## src/lrg_pkg.sv

```systemverilog
// lrg_pkg: shared widths, codes and reset values of the linear ramp generator
// used by the channel interfaces and the top level
`timescale 1ns / 1ps

package lrg_pkg;

	localparam int unsigned VAL_W        = 32;
	localparam int unsigned GRAN_W       = 16;
	localparam int unsigned RTIME_W      = 24;
	localparam int unsigned MODE_W       = 2;
	localparam int unsigned TIME_BITS_DEF = 24;
	localparam int unsigned DIV_W        = VAL_W + 1;
	localparam int unsigned STEP_W       = DIV_W + 1;
	localparam int unsigned SUM_W        = STEP_W + 1;

	localparam logic [GRAN_W-1:0] GRAN_RESET = GRAN_W'(20);

	typedef enum logic [MODE_W-1:0] {
		MODE_TICK = 2'd0,
		MODE_GO   = 2'd1,
		MODE_SET  = 2'd2,
		MODE_STOP = 2'd3
	} mode_t;

endpackage

```

## src/lrg_if.sv

```systemverilog
// lrg_if: command and ramp output channels with valid/ready handshake
// depends on lrg_pkg for field widths
`timescale 1ns / 1ps

interface lrg_cmd_if;
	import lrg_pkg::*;

	logic                    valid;
	logic                    ready;
	logic [MODE_W-1:0]       mode;
	logic signed [VAL_W-1:0] value;
	logic [RTIME_W-1:0]      ramp_time_ms;

	modport source (output valid, output mode, output value, output ramp_time_ms, input ready);
	modport sink (input valid, input mode, input value, input ramp_time_ms, output ready);
endinterface

interface lrg_ramp_if;
	import lrg_pkg::*;

	logic                    valid;
	logic                    ready;
	logic signed [VAL_W-1:0] value_out;
	logic                    last;

	modport source (output valid, output value_out, output last, input ready);
	modport sink (input valid, input value_out, input last, output ready);
endinterface

```

## src/linear_ramp_generator_unit.sv

```systemverilog
// linear_ramp_generator_unit: top level of the linear ramp generator
// a tick during a running ramp moves to the step state and registers its ramp point once the output is free;
// a go first runs two passes of the shared bit-serial divider (grain count, then step) and then steps alike
// commands are taken only in idle, so a new command waits until the previous one has finished
// reset: arst_n clears the ramp state to zero and idle, granularity to 20
// depends on lrg_pkg, lrg_if and lrg_div
`timescale 1ns / 1ps

module linear_ramp_generator_unit #(
	parameter int unsigned TIME_BITS = lrg_pkg::TIME_BITS_DEF
) (
	input  logic                       clk,
	input  logic                       arst_n,
	input  logic                       cfg_wr_en,
	input  logic [lrg_pkg::GRAN_W-1:0] cfg_wr_data,
	lrg_cmd_if.sink                    cmd,
	lrg_ramp_if.source                 ramp
);
	import lrg_pkg::*;

	localparam int unsigned DVS_W = (TIME_BITS > GRAN_W) ? TIME_BITS : GRAN_W;

	typedef enum logic [3:0] {
		ST_IDLE = 4'b0001,
		ST_DIV1 = 4'b0010,
		ST_DIV2 = 4'b0100,
		ST_STEP = 4'b1000
	} state_t;

	state_t                  state_q;
	logic [GRAN_W-1:0]       gran_q;
	logic signed [VAL_W-1:0] cur_q;
	logic signed [VAL_W-1:0] target_q;
	logic [STEP_W-1:0]       step_q;
	logic [TIME_BITS-1:0]    grains_q;
	logic                    running_q;
	logic [DIV_W-1:0]        dist_q;
	logic                    out_valid_q;
	logic [VAL_W-1:0]        out_value_q;
	logic                    out_last_q;

	logic                    cmd_fire;
	mode_t                   mode;
	logic [TIME_BITS-1:0]    rtime;
	logic [GRAN_W-1:0]       gran_eff;
	logic [TIME_BITS-1:0]    count;
	logic [TIME_BITS-1:0]    count_fix;
	logic [DIV_W-1:0]        dist_mag;
	logic [STEP_W-1:0]       step_n;
	logic                    div_start;
	logic [DIV_W-1:0]        div_dividend;
	logic [DVS_W-1:0]        div_divisor;
	logic                    div_busy;
	logic                    div_done;
	logic [DIV_W-1:0]        div_quo;
	logic [SUM_W-1:0]        sum;
	logic [VAL_W-1:0]        sum_sat;
	logic [TIME_BITS-1:0]    grains_dec;
	logic                    last_n;
	logic                    out_free;
	logic                    step_fire;

	assign cmd.ready = (state_q == ST_IDLE);
	assign cmd_fire  = cmd.valid && cmd.ready;
	assign mode      = mode_t'(cmd.mode);
	assign rtime     = TIME_BITS'(cmd.ramp_time_ms);
	assign gran_eff  = (gran_q == '0) ? GRAN_W'(1) : gran_q;

	assign count     = div_quo[TIME_BITS-1:0];
	assign count_fix = (count == '0) ? TIME_BITS'(1) : count;
	assign dist_mag  = dist_q[DIV_W-1] ? (~dist_q + DIV_W'(1)) : dist_q;
	assign step_n    = dist_q[DIV_W-1] ? (~{1'b0, div_quo} + STEP_W'(1)) : {1'b0, div_quo};

	assign div_start    = (cmd_fire && mode == MODE_GO) || (state_q == ST_DIV1 && div_done);
	assign div_dividend = (state_q == ST_DIV1) ? dist_mag : DIV_W'(rtime);
	assign div_divisor  = (state_q == ST_DIV1) ? DVS_W'(count_fix) : DVS_W'(gran_eff);

	lrg_div #(
		.DIV_W (DIV_W),
		.DVS_W (DVS_W)
	) u_div (
		.clk      (clk),
		.arst_n   (arst_n),
		.start    (div_start),
		.dividend (div_dividend),
		.divisor  (div_divisor),
		.busy     (div_busy),
		.done     (div_done),
		.quotient (div_quo)
	);

	// running sum with saturation to the 32-bit signed range
	always_comb begin
		sum = {{(SUM_W-VAL_W){cur_q[VAL_W-1]}}, cur_q} + {step_q[STEP_W-1], step_q};
		if (sum[SUM_W-1:VAL_W-1] == '0 || sum[SUM_W-1:VAL_W-1] == '1) begin
			sum_sat = sum[VAL_W-1:0];
		end else if (sum[SUM_W-1]) begin
			sum_sat = {1'b1, {(VAL_W-1){1'b0}}};
		end else begin
			sum_sat = {1'b0, {(VAL_W-1){1'b1}}};
		end
		grains_dec = grains_q - TIME_BITS'(1);
		last_n     = (grains_dec == '0);
	end

	assign out_free  = !out_valid_q || ramp.ready;
	assign step_fire = (state_q == ST_STEP) && out_free;

	always_ff @(posedge clk or negedge arst_n) begin
		if (!arst_n) begin
			state_q     <= ST_IDLE;
			gran_q      <= GRAN_RESET;
			cur_q       <= '0;
			target_q    <= '0;
			step_q      <= '0;
			grains_q    <= '0;
			running_q   <= 1'b0;
			out_valid_q <= 1'b0;
		end else begin
			if (cfg_wr_en) begin
				gran_q <= cfg_wr_data;
			end
			if (step_fire) begin
				out_valid_q <= 1'b1;
			end else if (ramp.ready) begin
				out_valid_q <= 1'b0;
			end
			case (state_q)
				ST_IDLE: begin
					if (cmd_fire) begin
						case (mode)
							MODE_TICK: begin
								if (running_q) begin
									state_q <= ST_STEP;
								end
							end
							MODE_GO: begin
								target_q <= cmd.value;
								state_q  <= ST_DIV1;
							end
							MODE_SET: begin
								running_q <= 1'b0;
								cur_q     <= cmd.value;
							end
							default: begin
								running_q <= 1'b0;
							end
						endcase
					end
				end
				ST_DIV1: begin
					if (div_done) begin
						grains_q <= count_fix;
						state_q  <= ST_DIV2;
					end
				end
				ST_DIV2: begin
					if (div_done) begin
						step_q    <= step_n;
						running_q <= 1'b1;
						state_q   <= ST_STEP;
					end
				end
				ST_STEP: begin
					if (out_free) begin
						grains_q <= grains_dec;
						if (last_n) begin
							cur_q     <= target_q;
							running_q <= 1'b0;
						end else begin
							cur_q <= sum_sat;
						end
						state_q <= ST_IDLE;
					end
				end
				default: begin
					state_q <= ST_IDLE;
				end
			endcase
		end
	end

	// distance to go and the result register
	always_ff @(posedge clk) begin
		if (cmd_fire && mode == MODE_GO) begin
			dist_q <= {cmd.value[VAL_W-1], cmd.value} - {cur_q[VAL_W-1], cur_q};
		end
		if (step_fire) begin
			out_value_q <= last_n ? target_q : sum_sat;
			out_last_q  <= last_n;
		end
	end

	assign ramp.valid     = out_valid_q;
	assign ramp.value_out = out_value_q;
	assign ramp.last      = out_last_q;

	a_ready_div_idle: assert property (@(posedge clk) disable iff (!arst_n)
		cmd.ready |-> !div_busy)
		else $error("command accepted while divider busy");

	a_done_in_div: assert property (@(posedge clk) disable iff (!arst_n)
		div_done |-> (state_q == ST_DIV1 || state_q == ST_DIV2))
		else $error("divider done outside a division state");

	a_run_grains: assert property (@(posedge clk) disable iff (!arst_n)
		(state_q == ST_IDLE && running_q) |-> grains_q != '0)
		else $error("running with no grains left");

	a_last_snaps: assert property (@(posedge clk) disable iff (!arst_n)
		(step_fire && last_n) |=> (!running_q && ramp.value_out == $past(target_q)))
		else $error("last transaction did not reach the target");

endmodule

```

## src/lrg_div.sv

```systemverilog
// lrg_div: shared restoring divider, one quotient bit per cycle
// unsigned operands; depends on nothing outside this file
`timescale 1ns / 1ps

module lrg_div #(
	parameter int unsigned DIV_W = 33,
	parameter int unsigned DVS_W = 24
) (
	input  logic             clk,
	input  logic             arst_n,
	input  logic             start,
	input  logic [DIV_W-1:0] dividend,
	input  logic [DVS_W-1:0] divisor,
	output logic             busy,
	output logic             done,
	output logic [DIV_W-1:0] quotient
);
	localparam int unsigned CNT_W = $clog2(DIV_W + 1);

	logic [DVS_W-1:0] rem_q;
	logic [DIV_W-1:0] quo_q;
	logic [DVS_W-1:0] dvs_q;
	logic [CNT_W-1:0] cnt_q;
	logic             busy_q;
	logic             done_q;

	logic [DVS_W:0]   shf;
	logic [DVS_W:0]   dif;
	logic             ge;
	logic [DVS_W-1:0] rem_n;

	always_comb begin
		shf   = {rem_q, quo_q[DIV_W-1]};
		dif   = shf - {1'b0, dvs_q};
		ge    = (shf >= {1'b0, dvs_q});
		rem_n = ge ? dif[DVS_W-1:0] : shf[DVS_W-1:0];
	end

	always_ff @(posedge clk or negedge arst_n) begin
		if (!arst_n) begin
			busy_q <= 1'b0;
			done_q <= 1'b0;
			cnt_q  <= '0;
		end else if (start) begin
			busy_q <= 1'b1;
			done_q <= 1'b0;
			cnt_q  <= CNT_W'(DIV_W);
		end else if (busy_q) begin
			cnt_q <= cnt_q - CNT_W'(1);
			if (cnt_q == CNT_W'(1)) begin
				busy_q <= 1'b0;
				done_q <= 1'b1;
			end
		end else begin
			done_q <= 1'b0;
		end
	end

	always_ff @(posedge clk) begin
		if (start) begin
			rem_q <= '0;
			quo_q <= dividend;
			dvs_q <= divisor;
		end else if (busy_q) begin
			rem_q <= rem_n;
			quo_q <= {quo_q[DIV_W-2:0], ge};
		end
	end

	assign busy     = busy_q;
	assign done     = done_q;
	assign quotient = quo_q;

endmodule

```

## src/flat_wrapper.sv

```systemverilog
// flat-port wrapper written by rule: the top's interface ports become plain ports
module linear_ramp_generator_unit_flat import lrg_pkg::*;
#(
	parameter int unsigned TIME_BITS = lrg_pkg::TIME_BITS_DEF
)
  (clk, arst_n, cfg_wr_en, cfg_wr_data, cmd_valid, cmd_mode, cmd_value, cmd_ramp_time_ms, cmd_ready, ramp_valid, ramp_value_out, ramp_last, ramp_ready);
  lrg_cmd_if cmd_i ();
  lrg_ramp_if ramp_i ();
  input  logic clk;
  input  logic arst_n;
  input  logic cfg_wr_en;
  input  logic [lrg_pkg::GRAN_W-1:0] cfg_wr_data;
  input wire logic [$bits(cmd_i.valid)-1:0] cmd_valid;
  input wire logic [$bits(cmd_i.mode)-1:0] cmd_mode;
  input wire logic [$bits(cmd_i.value)-1:0] cmd_value;
  input wire logic [$bits(cmd_i.ramp_time_ms)-1:0] cmd_ramp_time_ms;
  output wire logic [$bits(cmd_i.ready)-1:0] cmd_ready;
  output wire logic [$bits(ramp_i.valid)-1:0] ramp_valid;
  output wire logic [$bits(ramp_i.value_out)-1:0] ramp_value_out;
  output wire logic [$bits(ramp_i.last)-1:0] ramp_last;
  input wire logic [$bits(ramp_i.ready)-1:0] ramp_ready;
  assign cmd_i.valid = cmd_valid;
  assign cmd_i.mode = cmd_mode;
  assign cmd_i.value = cmd_value;
  assign cmd_i.ramp_time_ms = cmd_ramp_time_ms;
  assign cmd_ready = cmd_i.ready;
  assign ramp_valid = ramp_i.valid;
  assign ramp_value_out = ramp_i.value_out;
  assign ramp_last = ramp_i.last;
  assign ramp_i.ready = ramp_ready;
  linear_ramp_generator_unit #(.TIME_BITS(TIME_BITS)) u_core (.clk(clk), .arst_n(arst_n), .cfg_wr_en(cfg_wr_en), .cfg_wr_data(cfg_wr_data), .cmd(cmd_i), .ramp(ramp_i));
endmodule
```

## config.mk

```make
export PLATFORM = sky130hd
export DESIGN_NAME = linear_ramp_generator_unit_flat
export DESIGN_NICKNAME = d
export VERILOG_FILES = /design/src/lrg_pkg.sv /design/src/lrg_if.sv /design/src/linear_ramp_generator_unit.sv /design/src/lrg_div.sv /design/src/flat_wrapper.sv
export SDC_FILE = /design/constraint.sdc
export NUM_CORES = 1
export LEC_CHECK = 0
export BUFFER_PORTS_ARGS = -buffer_cell sky130_fd_sc_hd__buf_2
export CORE_ASPECT_RATIO = 0.8
export CORE_UTILIZATION = 30
export DETAILED_ROUTE_END_ITERATION = 8
export GPL_TIMING_DRIVEN = 1
export PLACE_DENSITY = 0.47
export REMOVE_ABC_BUFFERS = 1
export SLEW_MARGIN = 15
export SYNTH_ARGS = -nofsm -noshare
export SYNTH_HDL_FRONTEND = slang
export SYNTH_HIERARCHICAL = 1
export SYNTH_SLANG_ARGS = --single-unit
```

## constraint.sdc

```tcl
create_clock -name clk -period 5.2 [get_ports clk]
set_clock_uncertainty 0.15 [all_clocks]
set_input_delay 1.04 -clock clk [delete_from_list [all_inputs] [get_ports clk]]
set_output_delay 1.04 -clock clk [all_outputs]
set_load 0.02 [all_outputs]
```

* After elaboration in Yosys (flattened, before gate mapping)
Cells that the tools add are included.
** Word-level totals
- Flip-flop bits (word level) :: 299
- Bits of input ports :: 79
- Output and inout port bits :: 35
- Word-level logic and storage cells :: 113
** Operators by class
- Add/sub/neg operators :: 7
- Magnitude comparators :: 1
- Eq/ne operators :: 18
- Multiplexer cells :: 42
- Bitwise logic cells :: 2
- Reductions and logical operators :: 25
** Operators by type and width (count)
- 32-bit 2-to-1 mux :: 6
- 33-bit 2-to-1 mux :: 4
- 24-bit 2-to-1 mux :: 4
- 32-bit case mux with 2 select lines :: 1
- 24-bit logical NOT :: 2
- 24-bit case mux with 2 select lines :: 1
- 32-bit by 34-bit adder with 35-bit output :: 1
- 34-bit by 1-bit adder with 34-bit output, second input constant :: 1
- 34-bit 2-to-1 mux :: 1
- 33-bit NOT with 34-bit output :: 1
- 33-bit by 1-bit adder with 33-bit output, second input constant :: 1
- 33-bit NOT :: 1
- 32-bit by 32-bit subtractor with 33-bit output :: 1
- 16-bit 2-to-1 mux :: 2
- 25-bit by 24-bit greater-or-equal comparator with 1-bit output :: 1
- 24-bit by 1-bit subtractor with 24-bit output, second input constant :: 1
- 24-bit subtractor :: 1
- 4-bit 2-to-1 mux :: 5
- 16-bit logical NOT :: 1
- 4-bit case mux with 4 select lines :: 1
- 1-bit 2-to-1 mux :: 13
- 6-bit 2-to-1 mux :: 2
- 6-bit AND reduction :: 2
- 2-bit != test, second input constant :: 5
- 24 further kinds :: 36

* Longest topological paths before layout
Gate-level depths: netlist of run 1.
- Depth in word-level cells :: 7
- Depth in mapped cells :: 15
- Mapped depth without buffers :: 13

* Modules after synthesis
The synthesis of run 1 kept the hierarchy.
** Modules (own cells, without submodules)
- linear_ramp_generator_unit :: times used 1, cells an instance 1728, area each 14786.7 um^2, seq. area each 5589.1 um^2
- lrg_div :: times used 1, cells an instance 459, area each 5026.1 um^2, seq. area each 2392.3 um^2

* Worst setup path after synthesis of run 1
OpenSTA, ideal clock, no wires.
- Path kind :: register to register
- Start :: register u_core.state_q[0]
- End :: register u_core.u_div.quo_q[0], in the netlist u_core/u_div/quotient[0] (enable)
- Arrival :: 5.274 ns
- Required time :: 4.675 ns
- Path slack :: -0.600 ns
- Cell stages (with the launch flop) :: 11
- Buffers on the path :: 5
- Period minus slack after synthesis :: 5.800 ns
- Path through :: dfstp_2 clkbuf_1 nand2b_1 nor3_1 and3_1 clkbuf_1 clkbuf_1 nand2b_1 clkbuf_1 clkbuf_1 or2_2
** Between the ends
- Cells in the longest elaborated chain, start to end :: 5
** RTL lines
- start: declaration :: line linear_ramp_generator_unit.sv:30 : state_t state_q;
- start signal: assignment :: line linear_ramp_generator_unit.sv:111 : state_q <= ST_IDLE;
- start signal: assignment :: line linear_ramp_generator_unit.sv:134 : state_q <= ST_STEP;
- start signal: assignment :: line linear_ramp_generator_unit.sv:139 : state_q <= ST_DIV1;
- 4-bit by 1-bit == test with 1-bit output :: line linear_ramp_generator_unit.sv:63 : assign cmd.ready = (state_q == ST_IDLE);
- via cmd_ready :: line flat_wrapper.sv:17 : output wire logic [$bits(cmd_i.ready)-1:0] cmd_ready;
- 1-bit logical AND :: line linear_ramp_generator_unit.sv:64 : assign cmd_fire = cmd.valid && cmd.ready;
- 1-bit logical AND :: line linear_ramp_generator_unit.sv:74 : assign div_start = (cmd_fire && mode == MODE_GO) || (state_q == ST_DIV1 && div_done);
- 1-bit logical OR :: line linear_ramp_generator_unit.sv:74
- via u_core.div_start :: line linear_ramp_generator_unit.sv:50 : logic div_start;
- 2-bit nonzero test (no line)
- end signal: assignment :: line lrg_div.sv:62 : quo_q <= dividend;
- end signal: assignment :: line lrg_div.sv:66 : quo_q <= {quo_q[DIV_W-2:0], ge};
- end: declaration :: line lrg_div.sv:21 : logic [DIV_W-1:0] quo_q;
The timed path passes the listed nets, and every way through them passes these cells.
A chain may end at the register's enable or synchronous reset.

* Final worst setup path of run 1
- Start :: register u_core.cur_q[20]
- End :: register u_core.out_value_q[24], in the netlist u_core/ramp.value_out[24], data pin
** Between the ends
- Cells in the longest elaborated chain, start to end :: 5
** RTL lines
- start: declaration :: line linear_ramp_generator_unit.sv:32 : logic signed [VAL_W-1:0] cur_q;
- start signal: assignment :: line linear_ramp_generator_unit.sv:143 : cur_q <= cmd.value;
- start signal: assignment :: line linear_ramp_generator_unit.sv:168 : cur_q <= target_q;
- start signal: assignment :: line linear_ramp_generator_unit.sv:171 : cur_q <= sum_sat;
- 32-bit by 34-bit adder with 35-bit output * :: line linear_ramp_generator_unit.sv:94 : sum = {{(SUM_W-VAL_W){cur_q[VAL_W-1]}}, cur_q} + {step_q[STEP_W-1], step_q};
- 4-bit == test / 4-bit logical NOT (equally long branches) :: line linear_ramp_generator_unit.sv:95 : if (sum[SUM_W-1:VAL_W-1] == '0 || sum[SUM_W-1:VAL_W-1] == '1) begin
- 1-bit logical OR :: line linear_ramp_generator_unit.sv:95
- 32-bit 2-to-1 mux * :: line linear_ramp_generator_unit.sv:95
- 32-bit 2-to-1 mux * :: line linear_ramp_generator_unit.sv:189 : out_value_q <= last_n ? target_q : sum_sat;
- end signal: assignment :: line linear_ramp_generator_unit.sv:189
- end: declaration :: line linear_ramp_generator_unit.sv:39 : logic [VAL_W-1:0] out_value_q;
Every way passes the cells marked *; elsewhere a longest branch is shown, timed or not.

==> results of run 1 <==
-- through the flow --
step / std cells / worst slack, ns / utilization / setup TNS, ns / hold WS [ns]
finish: 3131 / 0.5086 / 0.3476 / 0 / 0.3391
CTS: 3131 / 0.4166 / 0.3475 / 0 / 0.3392
floorplan: 2075 / -1.427 / - / -125.12 / 0.3038
detailed placement: 3062 / 0.4329 / 0.3278 / 0 / 0.3329
global placement: 3062 / 0.6716 / 0.3278 / 0 / 0.3285
global route: 3131 / 0.1531 / 0.3476 / 0 / 0.3640
-- worst register-to-register path, cell delays in order, from the launching register on --
cell       delay [ns]
dfrtp_1          0.41
ha_1             0.43
nand4_1          0.18
nor3_1           0.57
o2111ai_1        0.30
nor4_2           0.48
nor2_1           0.22
o21ai_0          0.47
a21oi_1          0.18
o21ai_1          0.14
nand2_1          0.58
o21ai_0          0.39
-- cells in the final DEF, fill, tap and decap left out, drive strengths merged, types with 21 or more instances in the layout --
cell type  count
ha            96
nor2         161
buf          137
a211oi        33
nand3         39
inv           92
or3           34
clkbuf        59
dfxtp         24
nor3          82
nand2        276
xor2          88
nand2b        34
a21oi        146
o31ai         22
o211ai        25
mux2          83
dfrtp        149
edfxtp       123
a21o          35
o21ai        207
nor2b         21
xnor2         51
-- registers in the layout (all words and copies together), names as in the netlist, 4 cells and up --
register and count:
u_core/step_q 34, u_core/dist_q 33, u_core/u_div/quotient 33, u_core/cur_q 32, u_core/ramp.value_out 32, u_core/target_q 32, u_core/grains_q 24, u_core/u_div/dvs_q 24
u_core/u_div/rem_q 24, u_core/gran_q 16, u_core/u_div/cnt_q 6, u_core/state_q 4
-- what timing repair did --
item | 4_1_cts | 5_1_grt
hold buffers | 0 | 0
setup endpoints to repair | 0 | 19
gates resized for setup | 0 | 1
-- final timing paths --
| path | cells after the start | end | start |
|---|---|---|---|
| max in group asynchronous | 2 | u_core/step_q[23] | arst_n |
| worst min-delay path | 2 | u_core/u_div/rem_q[10] | u_core/u_div/rem_q[10] |
| worst max-delay path | 11 | u_core/ramp.value_out[24] | u_core/cur_q[20] |
| min in group asynchronous | 1 | u_core/cur_q[4] | arst_n |
| worst max register to register | 11 | u_core/ramp.value_out[24] | u_core/cur_q[20] |
| worst min register to register | 2 | u_core/u_div/rem_q[10] | u_core/u_div/rem_q[10] |
-- power by group through the flow --
| stage | registers, mW | clock network (mW) | logic, mW |
|---|---|---|---|
| 4_1_cts | 4.35 | 2.81 | 5.49 |
| 3_5_place_dp | 4.38 | 0 | 5.46 |
| 5_1_grt | 4.46 | 2.90 | 6.13 |
| 3_3_place_gp | 4.37 | 0 | 5.40 |
| 2_1_floorplan | 4.09 | 0 | 4.03 |
| 6_report | 4.37 | 2.73 | 5.50 |
-- per-layer routing --
layer  vias up  routed length (um)  global-route usage
li1       8053                   -                   -
met3        65                4172             0.03006
met5         -                   0                   0
met4         0                1163             0.04441
met1      8182               32090              0.2939
met2       488               26110              0.2678
-- layout make-up --
type / count / area share
multi-input combinational: 1684 / 0.4905
sequential: 299 / 0.3549
clock inverter: 10 / 0.005619
timing repair buffer: 137 / 0.03510
tap: 850 / 0.04729
inverter: 92 / 0.01535
clock buffer: 59 / 0.05124
-- logic make-up (layout without fill, tap and decap cells) --
kind of cell	Yosys count	in the layout	synth area share
and+or+nand+nor	755	755	0.1820
AOI/OAI and AO/OA	601	601	0.1976
DFF	299	299	0.4028
buffers and inverters	204	298	0.04174
xor gates and xnor gates	139	139	0.06145
adders and majority gates	99	99	0.06366
muxes	90	90	0.05071
==> flow_summary.yaml, run 1 <==
status:
  outcome: "completed"
clock_tree:
  path_clk_slew_ns: 0.06
  cts_buffers: 38
  clkSinkCount: 299
  clk_latency_ns: 0.57
  cts_buffer_depth: 3
  htreeDepth: 2
  post_cts_buffers: 0
  cts_root_buf: "clkbuf_16"
  cts_tree: "done"
grt:
  grt-ovfl-total: 0
  grt_max_degree: 81
  grt_pass1_vias: 15870
  grt_usage: 0.1892
  antenna_found_initial: 3
  grt_pass1_wl_um: 97770
sta:
  fin_crit_sh: 0.9022
  period_minus_slack_ns: 4.691
  max_slew.worst_pin.slew_ns: 1.113
  rsz0062_at_grt: "false"
  maxSlewHeadroom: 0.2554
  achievable-frequency_mhz: 213.2
  hold_violations: 0
  finalSetupViolCount: 0
  slew_violations: 0
synth:
  synth_edf_count: 123
  synth_area_leaders: "dfrtp_1, edfxtp_1, ha_1"
  synth_common_cells: "nand2_1, o21ai_0, nor2_1"
  synth_top_cell_by_area: "dfrtp_1"
  synth.avg_cell_area_sq_um: 9.059
  synth_ff_type: "dfrtp_1"
  synth_area_sq_mm: 0.01981
  async_flop_share: 0.5084
  synth_most_common_cell: "nand2_1"
  ys_seq_area_frac: 0.4028
  syn-instance-count: 2187
  yosysWarnings: 6
  synth_top_area_frac: 0.1882
  synth.distinct_cells: 91
  ys_ff_latch: 299
layout:
  nets: 2430
  n_fill_cell: 6694
  drive_gt1_frac: 0.1495
  multi_input_area_sq_mm: 0.01103
  syn2layout_area_growth_pct: 13.51
  final-seq-area_sq_mm: 0.007983
  diodes: 0
  final_area_sq_mm: 0.02249
worst_setup_path:
  cp-start-kind: "flip-flop"
  path_class: "flip-flop to flip-flop"
  crit_top_cell: "o21ai_0"
  worst-path-buf-inv: 0
  crit_path_max_incr_delay_ns: 0.58
  path_max_fanout: 19
  slowest_stage: "nand2_1"
  crit_chain: "ha_1, nand4_1, nor3_1, o2111ai_1, nor4_2, nor2_1, o21ai_0, a21oi_1, o21ai_1, nand2_1, o21ai_0"
  cp_top_family: "simple AND/OR/NAND/NOR gates"
  cp-end-kind: "flip-flop"
  r2r_setup_slack_ns: 0.51
  cp.required_ns: 5.44
  cp_data_arrival_time_ns: 4.93
die:
  die_w_um: 289.3
  die_y_um: 231.9
  pin_count: 114
  std_cell_rows: 83
  coreArea_sq_mm: 0.06470
  die_area_sq_mm: 0.06708
  start_util: 0.3062
worst_hold_path:
  hold_class: "flip-flop to flip-flop"
power_and_ir_drop:
  vdd_drop_max_v: 0.0002599
  p_total_mw: 12.59
  clkPwrFrac: 0.217
  p_leak_nw: 9.169
  seq_power_share: 0.347
  p_int_mw: 7.328
  power.density_mw_per_mm2: 559.8
  power.switching_mw: 5.263
  comb_power_share: 0.436
  switching_share: 0.4180
route:
  dr.pass1.iters: 5
  drc: 0
  drt-initial-drc-count: 1466
  viasPerCell: 5.362
  vias: 16790
  avgRoutedWirePerCell_um: 20.29
  drtAntennaViolNets: 0
  wl_um: 63530
placed_design:
  portBuffers: 113
  gp_congestion: 0.9214
  dpl_cell_area_sq_mm: 0.02121
  hpwl_um: 46500
run:
  maxCapViolations: 0
Note: power is estimated with default switching activity, not from simulation.
==> run 2, diff against run 1 <==
--- a/config.mk
+++ b/config.mk
@@ -5,7 +5,7 @@
 export SDC_FILE = /design/constraint.sdc
 export NUM_CORES = 1
 export LEC_CHECK = 0
-export BUFFER_PORTS_ARGS = -buffer_cell sky130_fd_sc_hd__buf_2
+export BUFFER_PORTS_ARGS = -buffer_cell sky130_fd_sc_hd__buf_4
 export CORE_ASPECT_RATIO = 0.8
 export CORE_UTILIZATION = 30
 export DETAILED_ROUTE_END_ITERATION = 8
==> flow_summary.yaml, run 2 (synthesis gave the netlist of run 1 again) <==
status:
  outcome: "completed"
placed_design:
  portBuffers: 113
  dp.cells: 3064
  gp_congestion: 0.9103
  hpwl_um: 46930
layout:
  largest_reg_flops: 34
  largest-register: "u_core/step_q"
  syn2layout_area_growth_pct: 15.03
  final_common_cell: "nand2_1"
  final_cells: 3137
  nets: 2432
  drive_gt1_frac: 0.1524
  final_cell_mix: "nand2_1, o21ai_0, nor2_1"
clock_tree:
  cts_tree: "done"
  cts_buffer_depth: 3
  htreeDepth: 2
  clkSinkCount: 299
  cts_resized: 0
  post_cts_buffers: 0
  postCtsHoldBufs: 0
  cts_root_buf: "clkbuf_16"
  path_clk_slew_ns: 0.06
  cts_buffers: 38
  clk_latency_ns: 0.58
worst_setup_path:
  cp.required_ns: 5.53
  path_max_fanout: 27
  cp-start-kind: "flip-flop"
  setup.worst_path.start: "u_core/cur_q[20]"
  path_class: "flip-flop to flip-flop"
  cp-end-kind: "flip-flop"
  r2r_start: "u_core/cur_q[20]"
  cp_data_arrival_time_ns: 5.10
sta:
  hold_slack_ns: 0.3455
  fin_crit_sh: 0.9185
  achievable-frequency_mhz: 209.4
  slew_violations: 0
  finalSetupViolCount: 0
  hold_violations: 0
  period_minus_slack_ns: 4.776
  setup_tns_ns: 0
  max_slew.worst_pin.slew_ns: 1.131
  maxSlewHeadroom: 0.2462
  rsz0062_at_grt: "false"
grt:
  grt_max_degree: 79
  antenna_found_initial: 2
  grt_pass1_wl_um: 99020
  grt_usage: 0.1914
  grt-ovfl-total: 0
  grt_pass1_vias: 16180
die:
  die_w_um: 289.3
  die_area_sq_mm: 0.06708
  std_cell_rows: 83
  coreArea_sq_mm: 0.06470
  start_util: 0.3062
  pin_count: 114
  die_y_um: 231.9
power_and_ir_drop:
  clkPwrFrac: 0.218
  p_leak_nw: 9.294
  power.switching_mw: 5.281
  power.density_mw_per_mm2: 555.5
  p_int_mw: 7.380
  switching_share: 0.4171
  comb_power_share: 0.433
  vdd_drop_max_v: 0.0002227
  seq_power_share: 0.348
route:
  drc: 0
  vias: 16880
  avgRoutedWirePerCell_um: 20.35
  drt-initial-drc-count: 1379
  drtAntennaViolNets: 0
  dr.pass1.iters: 7
  wl_um: 63840
  viasPerCell: 5.381
run:
  maxCapViolations: 0
worst_hold_path:
  hold_class: "input port to async pin"
## run 2: cell types whose count changed in the layout (fill, tap and decap cells not counted), sizes merged
cell	change
clkbuf	-7
clkinv	+9
bufinv	+1
diode	+3
buf	+2
clkinvlp	-2
## run 2: power groups by stage
stage	Sequential [mW]	Clock (mW)	Combinational (mW)
6_report	4.41	2.76	5.49
5_1_grt	4.52	2.95	6.12
4_1_cts	4.40	2.85	5.49
3_5_place_dp	4.43	0	5.46
3_3_place_gp	4.42	0	5.39
2_1_floorplan	4.09	0	4.03
## run 2: worst max-delay path, cell delays in order, from the launching register on
cell	delay, ns
dfrtp_1	0.43
ha_1	0.45
nand4_1	0.19
nor3_1	0.56
o2111ai_1	0.30
nor4_2	0.55
nor2_1	0.23
o21ai_0	0.48
a21o_1	0.32
and2_1	0.16
buf_4	0.34
a21oi_1	0.18
a221oi_1	0.30
## run 2: layout make-up
type / count / area, sq um
antenna: 3 / 7.507
clock buffer: 52 / 1096
clock inverter: 18 / 192.7
fill: 6632 / 41910
inverter: 92 / 345.3
multi-input combinational: 1684 / 11030
sequential: 299 / 7983
tap: 850 / 1064
timing repair buffer: 139 / 1072
## run 2: metal layers
metal | wire, um | track usage | up-vias
met3 | 4081 | 0.03919 | 80
met4 | 1156 | 0.04013 | 2
met5 | 16 | 0 | -
met1 | 32100 | 0.2908 | 8252
met2 | 26490 | 0.2746 | 486
li1 | - | - | 8061
## run 2: path summary, 6_finish.rpt
check / endpoint / depth (start not counted) / slack [ns]
worst min-delay path: u_core/target_q[3] / 1 / 0.35
min in group clk: u_core/u_div/rem_q[4] / 2 / 0.35
worst max-delay path: u_core/cur_q[27] / 12 / 0.42
worst max register to register: u_core/cur_q[27] / 12 / 0.42
max in group asynchronous: u_core/step_q[24] / 2 / 3.55
worst min register to register: u_core/u_div/rem_q[4] / 2 / 0.35
## run 2: per-stage QoR
| step | total power [mW] | instance area, sq um | utilization | setup slack (ns) |
|---|---|---|---|---|
| final | 12.66 | 22790 | 0.3523 | 0.4237 |
| after floorplan | 8.119 | 19330 | - | -1.427 |
| after global routing | 13.58 | 22780 | 0.3521 | 0.2452 |
| after CTS | 12.73 | 22780 | 0.3520 | 0.3263 |
| after detailed placement | 9.889 | 21490 | 0.3321 | 0.3454 |
| after global placement | 9.811 | 21490 | 0.3321 | 0.4320 |
==> run 3, diff against run 2 <==
--- a/config.mk
+++ b/config.mk
@@ -10,7 +10,6 @@
 export CORE_UTILIZATION = 30
 export DETAILED_ROUTE_END_ITERATION = 8
 export GPL_TIMING_DRIVEN = 1
-export PLACE_DENSITY = 0.47
 export REMOVE_ABC_BUFFERS = 1
 export SLEW_MARGIN = 15
 export SYNTH_ARGS = -nofsm -noshare
==> flow_summary.yaml, run 3 (synthesis gave the netlist of run 1 again) <==
sta:
  hold_violations: 0
  setup_tns_ns: 0
  finalSetupViolCount: 0
  max_slew.worst_pin.slew_ns: 1.123
  slew_violations: 0
  fin_crit_sh: 0.9062
  period_minus_slack_ns: 4.712
  rsz0062_at_grt: "false"
  fin_ws_ns: 0.4876
  achievable-frequency_mhz: 212.2
  maxSlewHeadroom: 0.2516
worst_setup_path:
  path_max_fanout: 11
  cp_data_arrival_time_ns: 4.85
  cp-start-kind: "flip-flop"
  cp-end-kind: "flip-flop"
  cp.required_ns: 5.34
  path_class: "flip-flop to flip-flop"
layout:
  final_util: 0.3507
  drive_gt1_frac: 0.1488
  final_common_cell: "nand2_1"
  diodes: 0
  n_fill_cell: 6613
  final-seq-area_sq_mm: 0.007983
  final_cell_mix: "nand2_1, o21ai_0, nor2_1"
  final_area_sq_mm: 0.02269
  multi_input_area_sq_mm: 0.01103
  syn2layout_area_growth_pct: 14.51
  nets: 2428
  largest_reg_flops: 34
  largest-register: "u_core/step_q"
route:
  vias: 16930
  avgRoutedWirePerCell_um: 19.78
  wl_met3_um: 4532
  dr_wl_met2_um: 26190
  drtAntennaViolNets: 0
  drt-initial-drc-count: 1436
  wl_um: 61870
  viasPerCell: 5.413
  highest_layer: "met4"
  dr.pass1.iters: 7
  wl_met1_um: 29940
  drc: 0
die:
  die_area_sq_mm: 0.06708
  pin_count: 114
  coreArea_sq_mm: 0.06470
  start_util: 0.3062
  die_y_um: 231.9
  die_w_um: 289.3
  std_cell_rows: 83
grt:
  grt-ovfl-total: 0
  grt_pass1_vias: 16170
  grt_usage: 0.1832
  grt_pass1_wl_um: 95780
  antenna_found_initial: 3
  grt_max_degree: 84
clock_tree:
  clkSinkCount: 299
  htreeDepth: 2
  cts_buffers: 36
  clk_latency_ns: 0.56
  post_cts_buffers: 0
  postCtsHoldBufs: 0
  cts_tree: "done"
  path_clk_slew_ns: 0.06
  cts_resized: 0
  cts_buffer_depth: 3
  cts_root_buf: "clkbuf_16"
placed_design:
  hpwl_um: 45600
  dpl_cell_area_sq_mm: 0.02146
  post-place-ws_ns: 0.5165
  portBuffers: 113
  gp_congestion: 0.9262
power_and_ir_drop:
  power.density_mw_per_mm2: 552.2
  p_leak_nw: 9.228
  vdd_drop_max_v: 0.0002316
  p_total_mw: 12.53
worst_hold_path:
  hold_class: "input port to async pin"
status:
  outcome: "completed"
run:
  maxCapViolations: 0
==> run 3: cell types whose count changed in the layout (fill, tap and decap cells not counted), moves of 2 or more <==
| cell | change |
|---|---|
| diode_2 | -3 |
| clkbuf_8 | -2 |
| clkinv_1 | -2 |
| clkbuf_1 | +5 |
| clkinv_2 | -5 |
| clkinvlp_4 | +3 |
==> run 3: per-layer routing <==
layer / GRT usage / vias up
met3: 0.03193 / 71
met2: 0.2686 / 557
li1: - / 8030
met4: 0.04753 / 0
met5: 0 / -
met1: 0.2734 / 8275
==> run 3: critical path: stages (launching register included) <==
cell and delay, ns:
dfrtp_1 0.41, ha_1 0.44, nand4_1 0.20, nor3_1 0.51
o2111ai_1 0.27, nor4_2 0.46, nor2_1 0.20, o21ai_0 0.47
a21o_1 0.26, and2_1 0.40, o21ai_0 0.20, o21ai_0 0.47
==> run 3: layout make-up <==
| class | instances | area share |
|---|---|---|
| Multi-Input combinational cell | 1684 | 0.4864 |
| Clock inverter | 12 | 0.006784 |
| Sequential cell | 299 | 0.3519 |
| Inverter | 92 | 0.01522 |
| Clock buffer | 54 | 0.04682 |
| Tap cell | 850 | 0.04688 |
| Timing Repair Buffer | 137 | 0.04605 |
==> run 3: final timing paths <==
kind	startpoint	endpoint	slack, ns	cells past startpoint
min in group clk	u_core/step_q[21]	u_core/step_q[21]	0.34	2
worst max register to register	u_core/cur_q[19]	u_core/ramp.value_out[19]	0.49	11
worst min-delay path	arst_n	u_core/target_q[3]	0.33	1
max in group asynchronous	arst_n	u_core/step_q[27]	3.60	2
worst min register to register	u_core/step_q[21]	u_core/step_q[21]	0.34	2
worst max-delay path	u_core/cur_q[19]	u_core/ramp.value_out[19]	0.49	11
==> run 3: power by group <==
group          switching [mW]  total (mW)  internal (mW)
Sequential              0.898        4.33           3.43
Clock                    1.06        2.63           1.57
Combinational            3.26        5.57           2.30
Total                    5.22        12.5           7.31
==> run 3: stage by stage <==
| step | hold slack (ns) | cells |
|---|---|---|
| after floorplan | 0.3038 | 2075 |
| after global placement | 0.3218 | 3062 |
| after global routing | 0.3542 | 3128 |
| after detailed placement | 0.3308 | 3062 |
| final | 0.3271 | 3128 |
| after CTS | 0.3434 | 3128 |
